===== config.mk =====
export PLATFORM = sky130hd
export DESIGN_NAME = multi_reader_record_ring_pointers_top
export DESIGN_NICKNAME = d
export VERILOG_FILES = /design/src/hw/rtl/mrrp_pkg.sv /design/src/hw/rtl/multi_reader_record_ring_pointers_top.sv /design/src/hw/rtl/mrrp_ctrl.sv /design/src/hw/rtl/mrrp_dp.sv
export SDC_FILE = /design/constraint.sdc
export NUM_CORES = 1
export LEC_CHECK = 0
export BUFFER_PORTS_ARGS = -buffer_cell sky130_fd_sc_hd__buf_2
export CAP_MARGIN = 20
export CORE_AREA = 2 2 282 284
export DETAILED_ROUTE_END_ITERATION = 10
export DIE_AREA = 0 0 284 286
export MAX_ROUTING_LAYER = met4
export PLACE_DENSITY = 0.48
export REMOVE_ABC_BUFFERS = 1
export SYNTH_ARGS = -nofsm -noshare
export SYNTH_HDL_FRONTEND = slang
export SYNTH_SLANG_ARGS = --single-unit

===== constraint.sdc =====
create_clock -name clk -period 18.55 [get_ports clk]
set_input_delay 3.71 -clock clk [delete_from_list [all_inputs] [get_ports clk]]
set_output_delay 3.71 -clock clk [all_outputs]
set_load 0.01 [all_outputs]

===== src/hw/rtl/mrrp_pkg.sv =====
package mrrp_pkg;

  // Ring geometry and record limits
  localparam int unsigned RING_BYTES       = 65536;
  localparam int unsigned READER_COUNT     = 4;
  localparam int unsigned MAX_RECORD_BYTES = 4096;
  localparam int unsigned HEADER_BYTES     = 16;

  localparam int unsigned POS_W  = 17;          // 0 .. RING_BYTES
  localparam int unsigned RD_W   = 2;           // reader number
  localparam int unsigned PLEN_W = 16;          // payload length field
  localparam int unsigned LEN_W  = 17;          // payload + header
  localparam int unsigned REC_W  = 13;          // record_length field
  localparam int unsigned SUM_W  = 18;          // position + length
  localparam int unsigned EN_W   = 4;           // reader_enable register

  localparam logic [EN_W-1:0] ENABLE_RESET = 4'hF;

  typedef enum logic {
    MODE_WRITE = 1'b0,
    MODE_READ  = 1'b1
  } mode_t;

  typedef enum logic [2:0] {
    ST_OK       = 3'd0,
    ST_EMPTY    = 3'd1,
    ST_FULL     = 3'd2,
    ST_ERROR    = 3'd3,
    ST_CRITICAL = 3'd4
  } status_t;

  typedef struct packed {
    mode_t             mode;
    logic [RD_W-1:0]   reader;
    logic [PLEN_W-1:0] payload_length;
  } in_item_t;

  typedef struct packed {
    status_t          status;
    logic [POS_W-1:0] offset;
    logic [REC_W-1:0] record_length;
    logic [POS_W-1:0] remaining;
  } out_result_t;

  typedef enum logic {
    CS_IDLE = 1'b0,
    CS_EXEC = 1'b1
  } ctrl_state_t;

  // controller -> datapath
  typedef struct packed {
    logic capture;  // latch request and slowest reader
    logic execute;  // resolve request, commit pointers, drive result
  } dp_cmd_t;

endpackage


===== src/hw/rtl/multi_reader_record_ring_pointers_top.sv =====
// Channel   Ports                          Handshake
// -------   -----------------------------  ----------------------------------
// input     start, busy, in_item           beat taken when start && !busy
// result    out_valid, out_result          one-cycle strobe, cannot stall
// config    cfg_we, cfg_wdata              reader_enable written when cfg_we
//
// On an accepted beat the accept edge latches the request and the slowest
// enabled reader; the next edge resolves it, commits pointers and raises
// out_valid for one cycle. A new beat can be taken on that same cycle; no beat
// is taken while the single execute state is busy with the last one.
// Synchronous active-low reset: all positions 0, reader_enable = 4'hF.
// The result side never stalls; busy only reflects the execute cycle.
module multi_reader_record_ring_pointers_top (
  input  logic                        clk,
  input  logic                        rst_n,
  input  logic                        start,
  output logic                        busy,
  input  mrrp_pkg::in_item_t          in_item,
  output logic                        out_valid,
  output mrrp_pkg::out_result_t       out_result,
  input  logic                        cfg_we,
  input  logic [mrrp_pkg::EN_W-1:0]   cfg_wdata
);

  mrrp_pkg::dp_cmd_t cmd;

  // sequencer: idle -> execute -> idle
  mrrp_ctrl u_ctrl (
    .clk   (clk),
    .rst_n (rst_n),
    .start (start),
    .busy  (busy),
    .cmd   (cmd)
  );

  // pointer registers, slowest-reader search, write/read resolution
  mrrp_dp u_dp (
    .clk        (clk),
    .rst_n      (rst_n),
    .cmd        (cmd),
    .in_item    (in_item),
    .cfg_we     (cfg_we),
    .cfg_wdata  (cfg_wdata),
    .out_valid  (out_valid),
    .out_result (out_result)
  );

endmodule


===== src/hw/rtl/mrrp_ctrl.sv =====
module mrrp_ctrl (
  input  logic              clk,
  input  logic              rst_n,
  input  logic              start,
  output logic              busy,
  output mrrp_pkg::dp_cmd_t cmd
);

  mrrp_pkg::ctrl_state_t state_r, state_nxt;

  always_ff @(posedge clk) begin
    if (!rst_n) begin
      state_r <= mrrp_pkg::CS_IDLE;
    end else begin
      state_r <= state_nxt;
    end
  end

  always_comb begin
    state_nxt = state_r;
    case (state_r)
      mrrp_pkg::CS_IDLE: begin
        if (start) begin
          state_nxt = mrrp_pkg::CS_EXEC;
        end
      end
      mrrp_pkg::CS_EXEC: begin
        state_nxt = mrrp_pkg::CS_IDLE;
      end
      default: begin
        state_nxt = mrrp_pkg::CS_IDLE;
      end
    endcase
  end

  always_comb begin
    busy        = 1'b0;
    cmd.capture = 1'b0;
    cmd.execute = 1'b0;
    case (state_r)
      mrrp_pkg::CS_IDLE: begin
        cmd.capture = start;
      end
      mrrp_pkg::CS_EXEC: begin
        busy        = 1'b1;
        cmd.execute = 1'b1;
      end
      default: begin
        busy = 1'b0;
      end
    endcase
  end

endmodule


===== src/hw/rtl/mrrp_dp.sv =====
module mrrp_dp (
  input  logic                         clk,
  input  logic                         rst_n,
  input  mrrp_pkg::dp_cmd_t            cmd,
  input  mrrp_pkg::in_item_t           in_item,
  input  logic                         cfg_we,
  input  logic [mrrp_pkg::EN_W-1:0]    cfg_wdata,
  output logic                         out_valid,
  output mrrp_pkg::out_result_t        out_result
);

  localparam logic [mrrp_pkg::POS_W-1:0] RING_P = mrrp_pkg::POS_W'(mrrp_pkg::RING_BYTES);
  localparam logic [mrrp_pkg::SUM_W-1:0] RING_S = mrrp_pkg::SUM_W'(mrrp_pkg::RING_BYTES);
  localparam logic [mrrp_pkg::LEN_W-1:0] MAX_L  =
    mrrp_pkg::LEN_W'(mrrp_pkg::MAX_RECORD_BYTES);
  localparam logic [mrrp_pkg::LEN_W-1:0] RING_L = mrrp_pkg::LEN_W'(mrrp_pkg::RING_BYTES);

  // pointer state
  logic [mrrp_pkg::EN_W-1:0]  en_r;
  logic [mrrp_pkg::POS_W-1:0] wp_r, wp_nxt;
  logic [mrrp_pkg::POS_W-1:0] end_r, end_nxt;
  logic [mrrp_pkg::POS_W-1:0] rp_r [mrrp_pkg::READER_COUNT];
  logic [mrrp_pkg::POS_W-1:0] rp_nxt;
  logic                       rp_we;

  // captured request
  mrrp_pkg::mode_t            mode_r;
  logic [mrrp_pkg::RD_W-1:0]  rd_r;
  logic [mrrp_pkg::LEN_W-1:0] len_r;
  logic [mrrp_pkg::POS_W-1:0] last_r, last_nxt;
  logic [mrrp_pkg::POS_W-1:0] rps_r;

  logic                        out_valid_r;
  mrrp_pkg::out_result_t       res_r, res_nxt;

  // slowest enabled reader: lowest position ahead of wp, else lowest behind
  logic [mrrp_pkg::POS_W-1:0] left_min, right_min;

  always_comb begin
    left_min  = RING_P;
    right_min = RING_P;
    for (int i = 0; i < mrrp_pkg::READER_COUNT; i++) begin
      if (en_r[i]) begin
        if (rp_r[i] <= wp_r) begin
          if (rp_r[i] < left_min) left_min = rp_r[i];
        end else if (rp_r[i] < right_min) begin
          right_min = rp_r[i];
        end
      end
    end
    last_nxt = (right_min == RING_P) ? left_min : right_min;
  end

  // execute step
  logic [mrrp_pkg::SUM_W-1:0] w_sum, r_sum;
  logic [mrrp_pkg::POS_W-1:0] rp1, to_read;
  logic                       w_err, full0, wraps, full1;
  logic                       jump, back;

  always_comb begin
    wp_nxt  = wp_r;
    end_nxt = end_r;
    rp_we   = 1'b0;
    rp_nxt  = rps_r;
    res_nxt = '{status: mrrp_pkg::ST_OK, offset: '0, record_length: '0, remaining: '0};

    w_sum = {1'b0, wp_r} + {1'b0, len_r};
    w_err = (wp_r > RING_P) || (len_r > MAX_L) || (len_r > RING_L);
    full0 = (wp_r < last_r) && (w_sum >= {1'b0, last_r});
    wraps = w_sum > RING_S;
    full1 = (last_r != '0) && ({1'b0, len_r} >= {1'b0, last_r});

    jump    = (wp_r < rps_r) && (end_r == rps_r);
    rp1     = jump ? '0 : rps_r;
    back    = wp_r < rp1;
    to_read = back ? (end_r - rp1) : (wp_r - rp1);
    r_sum   = {1'b0, rp1} + {1'b0, len_r};

    if (mode_r == mrrp_pkg::MODE_WRITE) begin
      if (w_err) begin
        res_nxt.status = mrrp_pkg::ST_ERROR;
      end else if (full0) begin
        res_nxt.status = mrrp_pkg::ST_FULL;
      end else if (wraps) begin
        // wrap sticks even when the retry at zero is full
        end_nxt = wp_r;
        wp_nxt  = '0;
        if (full1) begin
          res_nxt.status = mrrp_pkg::ST_FULL;
        end else begin
          res_nxt.record_length = len_r[mrrp_pkg::REC_W-1:0];
          wp_nxt                = len_r;
        end
      end else begin
        res_nxt.offset        = wp_r;
        res_nxt.record_length = len_r[mrrp_pkg::REC_W-1:0];
        wp_nxt                = w_sum[mrrp_pkg::POS_W-1:0];
      end
    end else begin
      if ((wp_r > RING_P) || (rps_r > RING_P)) begin
        res_nxt.status = mrrp_pkg::ST_ERROR;
      end else begin
        if (jump) begin
          rp_we  = 1'b1;
          rp_nxt = '0;
        end
        if (wp_r == rp1) begin
          res_nxt.status = mrrp_pkg::ST_EMPTY;
        end else if (back && (end_r < rp1)) begin
          res_nxt.status = mrrp_pkg::ST_CRITICAL;
        end else if (len_r > MAX_L) begin
          res_nxt.status = mrrp_pkg::ST_ERROR;
        end else if (!back && ({1'b0, wp_r} < r_sum)) begin
          res_nxt.status = mrrp_pkg::ST_ERROR;
          rp_we          = 1'b1;
          rp_nxt         = wp_r;
        end else if (back && ({1'b0, end_r} < r_sum)) begin
          res_nxt.status = mrrp_pkg::ST_ERROR;
          rp_we          = 1'b1;
          rp_nxt         = end_r;
        end else begin
          rp_we                 = 1'b1;
          rp_nxt                = r_sum[mrrp_pkg::POS_W-1:0];
          res_nxt.offset        = rp1;
          res_nxt.record_length = len_r[mrrp_pkg::REC_W-1:0];
          res_nxt.remaining     = to_read - len_r;
        end
      end
    end
  end

  always_ff @(posedge clk) begin
    if (!rst_n) begin
      en_r        <= mrrp_pkg::ENABLE_RESET;
      wp_r        <= '0;
      end_r       <= '0;
      out_valid_r <= 1'b0;
      for (int i = 0; i < mrrp_pkg::READER_COUNT; i++) begin
        rp_r[i] <= '0;
      end
    end else begin
      out_valid_r <= cmd.execute;
      if (cfg_we) begin
        en_r <= cfg_wdata;
      end
      if (cmd.execute) begin
        wp_r  <= wp_nxt;
        end_r <= end_nxt;
        if (rp_we) begin
          rp_r[rd_r] <= rp_nxt;
        end
      end
    end
  end

  always_ff @(posedge clk) begin
    if (cmd.capture) begin
      mode_r <= in_item.mode;
      rd_r   <= in_item.reader;
      len_r  <= {1'b0, in_item.payload_length} + mrrp_pkg::LEN_W'(mrrp_pkg::HEADER_BYTES);
      last_r <= last_nxt;
      rps_r  <= rp_r[in_item.reader];
    end
    if (cmd.execute) begin
      res_r <= res_nxt;
    end
  end

  assign out_valid  = out_valid_r;
  assign out_result = res_r;

endmodule


Word level (Yosys, flattened, before mapping)
Memories as Yosys holds them, arrays and structs flattened. A register that Yosys moved wholly into a read port is not among the register bits.
Cells that the tools add are included.
W data, S select, Z words.
{ "op_classes": {"muxes": 75, "reduce_logical": 15, "order_cmp": 24, "bitwise": 4, "eq_ne": 3, "n_addsub": 6} }
{ "op_table": {"columns": ["cell", "count"], "rows": [
  ["$mux W17", 37],
  ["$mux W47", 6],
  ["$lt A17 B17 Y1", 10],
  ["$le A17 B17 Y1", 4],
  ["$mux W30", 2],
  ["$gt A17 B17 Y1 const B", 3],
  ["$sub A17 B17 Y17", 3],
  ["$add A17 B17 Y18", 2],
  ["$lt A17 B18 Y1", 2],
  ["$eq A17 B17 Y1", 2],
  ["$mux W33", 1],
  ["$mux W13", 2],
  ["$mux W3", 8],
  ["$ge A18 B17 Y1", 1],
  ["$gt A18 B17 Y1 const B", 1],
  ["$add A16 B5 Y17 const B", 1],
  ["$eq A17 B17 Y1 const B", 1],
  ["$ge A17 B17 Y1", 1],
  ["$gt A17 B13 Y1 const B", 1],
  ["$lt A17 B17 Y1 const B", 1],
  ["$reduce_bool A17 Y1", 1],
  ["$reduce_or A17 Y1", 1],
  ["$mux W1", 15],
  ["$reduce_or A7 Y1", 1],
  ["8 further kinds", 20]
]} }
{ "word_totals": {"ramBits": 68, "register_bits": 127, "word_cells": 141, "input_bits": 27, "memories": 1} }
{ "memory_table": {"columns": ["name", "depth", "width", "read_ports", "rd_ports_with_merged_regs", "wr", "line", "rtl"], "rows": [
  ["u_dp.rp_r", 4, 17, 5, 1, 4, "mrrp_dp.sv:22", "logic [mrrp_pkg::POS_W-1:0] rp_r [mrrp_pkg::READER_COUNT];"]
]} }

Depth between registers and ports, before layout
An unclocked memory read counts as a cell.
{ "depth": {"ltp_word": 19, "ltp_mapped": 47, "depth_no_buf": 41} }

Modules after synthesis
From an unflattened synthesis, not the netlist that was laid out.
{ "unflattened": {"hier_cells": 2268, "hier_area_um2": 20732.4} }
{ "modules_own_cells": {"columns": ["module", "instances", "area_each_um2", "cells_per_inst"], "rows": [
  ["mrrp_dp", 1, 20682.3, 2263],
  ["mrrp_ctrl", 1, 50.0, 5]
]} }

Least setup slack after synthesis
No wires, ideal clock.
{ "synth_timing": {"path_kind": "register to register", "from": "register u_dp.wp_r[2] (netlist bit)", "to": "register u_dp.last_r[6] (netlist bit), data pin", "path_buffers": 6, "setup_time_ps": 159, "arrival_time_ps": 9610, "stages_incl_launch_ff": 47, "required_ps": 18391, "synth_period_minus_slack_ps": 9769, "path_slack_ps": 8781, "path_cell_list": "dfxtp_1 > inv_1 > ha_1 > a211oi_1 > o221ai_1 > a211oi_2 > a21o_1 > and2_1 > clkbuf_1 > clkbuf_1 > nand2_1 > ha_1 > and4_1 > a221o_1 > a221oi_1 > o21ai_0 > nor3_1 > clkbuf_1 > [11 not listed] > a21o_1 > clkbuf_1 > clkbuf_1 > mux2i_1 > ha_1 > a21o_1 > a21o_1 > a21oi_1 > nor2b_1 > o21ai_0 > a21boi_0 > o21ai_0 > nand3_1 > a31o_2 > a21oi_1 > a31oi_4 > buf_6 > o221ai_2"} }
{ "synth_between": {"elab_chain_cells": 17} }
{ "synth_lines": {"columns": ["item", "line", "rtl"], "rows": [
  ["start, declared", "mrrp_dp.sv:20", "logic [mrrp_pkg::POS_W-1:0] wp_r, wp_nxt;"],
  ["start signal, assigned", "mrrp_dp.sv:147", "wp_r <= wp_nxt;"],
  ["$le A17 B17 Y1", "mrrp_dp.sv:44", "if (rp_r[i] <= wp_r) begin"],
  ["$mux W17", "mrrp_dp.sv:44", null],
  ["$mux W17", "mrrp_dp.sv:43", "if (en_r[i]) begin"],
  ["$lt A17 B17 Y1", "mrrp_dp.sv:46", "end else if (rp_r[i] < right_min) begin"],
  ["$mux W17", "mrrp_dp.sv:46", null],
  ["$mux W17", "mrrp_dp.sv:44", null],
  ["$mux W17", "mrrp_dp.sv:43", null],
  ["$lt A17 B17 Y1", "mrrp_dp.sv:46", null],
  ["[2 not listed]", null, null],
  ["$mux W17", "mrrp_dp.sv:43", null],
  ["$lt A17 B17 Y1", "mrrp_dp.sv:46", null],
  ["$mux W17", "mrrp_dp.sv:46", null],
  ["$mux W17", "mrrp_dp.sv:44", null],
  ["$mux W17", "mrrp_dp.sv:43", null],
  ["$eq A17 B17 Y1", "mrrp_dp.sv:51", "last_nxt = (right_min == RING_P) ? left_min : right_min;"],
  ["$mux W17 *", "mrrp_dp.sv:51", null],
  ["named net u_dp.last_nxt (one bit)", "mrrp_dp.sv:30", "logic [mrrp_pkg::POS_W-1:0] last_r, last_nxt;"],
  ["end signal, assigned", "mrrp_dp.sv:161", "last_r <= last_nxt;"],
  ["end, declared", "mrrp_dp.sv:30", null]
]} }
Mark *: on every way through the listed nets, which the timed path passes. The rest lies on a longest branch.
A chain may end at the register's enable or synchronous reset.

Worst setup path in the final report
{ "layout_timing": {"from": "register u_dp.wp_r[12] (netlist bit)", "to": "register u_dp.last_r[4] (netlist bit), data pin"} }
The elaborated chain is that of the path after synthesis.

==> key figures <==
Outcome
  – Outcome: finished clean

Placement
  – GP Congestion: roughly 0.99
  – DP Area: approximately 0.023 mm^2
  – Port bufs: a little under 80
  – Post-DP HPWL: 69830 um

Clocking
  – H-tree lvl count: 1
  – Hold_buf cts: 0
  – Worst-skew pair later-pin latency: approximately 0.59 ns
  – CTS tree: yes
  – TritonCTS Sinks: approximately 210
  – Clock buffer depth: 3
  – CTS buffer count: 28
  – Post-cts repair resize count: 0
  – CTS root buf: clkbuf_16
  – Post-CTS setup buffers: 0
  – Worst-path clk slew: about 0.060 ns

Synthesis
  – Avg Synthesized Cell Area: 9.101 um^2
  – Simple-Gate Fraction of Synth Area: 17.11%
  – Main combinational cell family by area after synthesis: adder cells
  – Synth top area share: about a quarter
  – Xor and xnor area share after synthesis: around 3.3%
  – Main area contributors after synthesis: edfxtp_1 (25%), ha_1 (21%), a21oi_1 (3.8%)
  – Mux contribution to synthesized area: 4.770%
  – YS warnings: 0
  – Synth Area in Adders: around a fifth
  – Sequential share of the synthesized area: 28.50%
  – Most used flip-flop cell after synthesis: edfxtp_1
  – Mapped Area: 0.02093 mm^2
  – Post-Synthesis Cells: 2300
  – Largest area contributor in the netlist: edfxtp_1
  – Post-synth EDFFs: between 150 and 200
  – Ys async rst share: 0%
  – Compound-gate portion of the synthesized area: approximately a fifth
  – Synth unique cells: 85
  – Synth Register Bits: approximately 210

Pwr
  – Max IR drop VDD: approximately 54 uV
  – Leakage Power: about 9.9 nW
  – Cell area power density: 67.14 mW/mm^2

Global route
  – Overflow after GRT: 0
  – Initial antenna violation count: 0
  – Largest net degree at the start of global routing: 56
  – Vias in the first global route: 18948
  – GR Util All Layers: 21.99%
  – First-pass GRT wire length: between 100000 and 150000 um

Floorplan
  – Chip Height: about 290 um
  – Die area: 0.08122 mm^2
  – Initial Utilization: 26.71%
  – Total core area: about 0.08 mm^2
  – IO Count: approximately 80
  – Chip Width: around 280 um
  – FP Rows: just over 100

STA
  – Fmax achieved: approximately 0.088 GHz
  – Slew @ Worst Pin: 1.123 ns
  – Final Critical Period: between 10 and 15 ns
  – Final setup TNS: 0 ns
  – Finish-stage setup viols: 0
  – Clock Skew: ~0.029 ns
  – Slew margin rel.: 24.90%
  – Tcrit/Tclk final: 61.45%
  – RSZ-0062 raised after global routing: no
  – Final Hold Fails: 0
  – Final Slew Violations: 0

Worst setup path
  – Critical path startpoint category: flop
  – Top cell by count, worst path: a21oi_1
  – CP max stage cell: a211oi_4
  – CP endpoint kind: flop
  – Slowest stage delay, CP: 0.80 ns
  – CP max FO: 24
  – CP arrival: around 12 ns
  – Req. time, crit path: 18.83 ns
  – WS Path Type: flop to flop

Layout
  – # nets final: roughly 2800
  – Antenna diodes: 0
  – Fillers: slightly above 8000
  – Commonest non-fill, non-tap cell in the layout: ha_1
  – Post-Layout Inst Area: 0.02363 mm^2
  – Share of cells above drive strength 1: about 10%
  – Commonest non-fill, non-tap cells in the layout: ha_1 (346), nand2_1 (196), inv_1 (191), edfxtp_1 (172), a21oi_1 (161)
  – Area grow syn2layout: 12.91%

Drt
  – Routed wire length: ~90000 um
  – DRT antenna net count: 0
  – Vias: between 15000 and 20000
  – Vias per cell: between 5 and 6
  – DRT iter0 DRCs: approximately 1700
  – First drt pass iteration count: 5
  – DR WL/cell: about 26 um
  – Drt drc: 0

Run
  – Maxcap violations: 0

Worst hold path
  – Type of the most critical hold path: flop to flop
==> cells in the mapped netlist (all sizes together), types with 20 or more instances <==
master / n
and3: 23
o31ai: 21
mux2i: 57
xnor2: 43
edfxtp: 172
nand2: 196
o221ai: 20
a21oi: 162
ha: 346
nor3: 41
nor2: 128
nor2b: 24
nand3: 54
nor4: 26
a211oi: 42
dfxtp: 40
o21a: 33
o21ai: 120
clkbuf: 54
nor3b: 53
nand4: 49
nand2b: 31
inv: 191
a21o: 70
xor2: 35
o211ai: 30
==> metrics by stage <==
step           hold slack [ns]  power, mW  setup WS, ns  instances  utilization (%)
2_1_floorplan           0.4559     0.8514         8.269       2231                -
3_3_place_gp            0.5216     0.9994         7.248       3395            28.91
3_5_place_dp            0.5231      1.005         6.873       3395            28.91
4_1_cts                 0.5318      1.593         6.806       3447            30.15
5_1_grt                 0.5630      1.661         6.140       3448            30.16
6_report                0.5318      1.587         7.151       3448            30.16
==> sequential cells by signal, summed over array words and instances, names as in the netlist <==
name	cells
u_dp.out_valid	1
u_dp.mode_r	1
u_dp.end_r	17
u_dp.rp_r	68
u_ctrl.state_r	1
u_dp.rps_r	17
u_dp.last_r	17
u_dp.len_r	17
u_dp.out_result	50
u_dp.en_r	4
u_dp.rd_r	2
u_dp.wp_r	17
==> per-layer routing <==
| metal | vias to the layer above | part of all wire [%] | GRT usage, % |
|---|---|---|---|
| li1 | 8814 | - | - |
| met1 | 9387 | 44 | 28.40 |
| met2 | 704 | 45 | 35.16 |
| met3 | 179 | 5.4 | 2.018 |
| met4 | 0 | 5.0 | 9.474 |
| met5 | - | 0 | - |
==> critical path: cells and delay by family (launching register included) <==
kind	cells	cell delay [ns]
compound gates	22	5.27
fa+ha+maj	4	1.31
buf+inv	5	1.15
flops	1	0.69
mux	1	0.26
simple gates	9	2.34
==> where the power goes <==
group / switching, mW / total [mW] / leakage [nW] / internal [mW]
Combinational: 0.267 / 0.428 / 7.35 / 0.162
Sequential: 0.0358 / 0.575 / 2.04 / 0.539
Clock: 0.240 / 0.583 / 0.473 / 0.343
Total: 0.543 / 1.59 / 9.86 / 1.04
==> cell families after synthesis <==
logic type / after synthesis
multiplexers: 78
AO/OA/AOI/OAI: 626
buffers and inverters: 261
adder cells (fa/ha/maj): 351
XOR/XNOR: 78
AND/OR/NAND/NOR: 694
flip-flops: 212
==> layout make-up <==
| type | instances | area (um^2) | share of cell area, % |
|---|---|---|---|
| multi-input cells | 1827 | 13990 | 59.21 |
| flip-flops and latches | 212 | 5967 | 25.25 |
| well taps | 1050 | 1314 | 5.559 |
| clock buffers | 30 | 729.5 | 3.087 |
| inverters | 192 | 720.7 | 3.050 |
| repair buffers | 115 | 668.1 | 2.827 |
| clock inverters | 22 | 241.5 | 1.022 |
==> worst paths after layout <==
| kind | from | cells past startpoint | to | slack [ns] |
|---|---|---|---|---|
| worst max-delay path | u_dp.wp_r[12] | 41 | u_dp.last_r[4] | 7.15 |
| worst min-delay path | u_dp.end_r[0] | 2 | u_dp.end_r[0] | 0.53 |
| worst max register to register | u_dp.wp_r[12] | 41 | u_dp.last_r[4] | 7.15 |
| worst min register to register | u_dp.end_r[0] | 2 | u_dp.end_r[0] | 0.53 |
(Power assumes the default switching activity.)
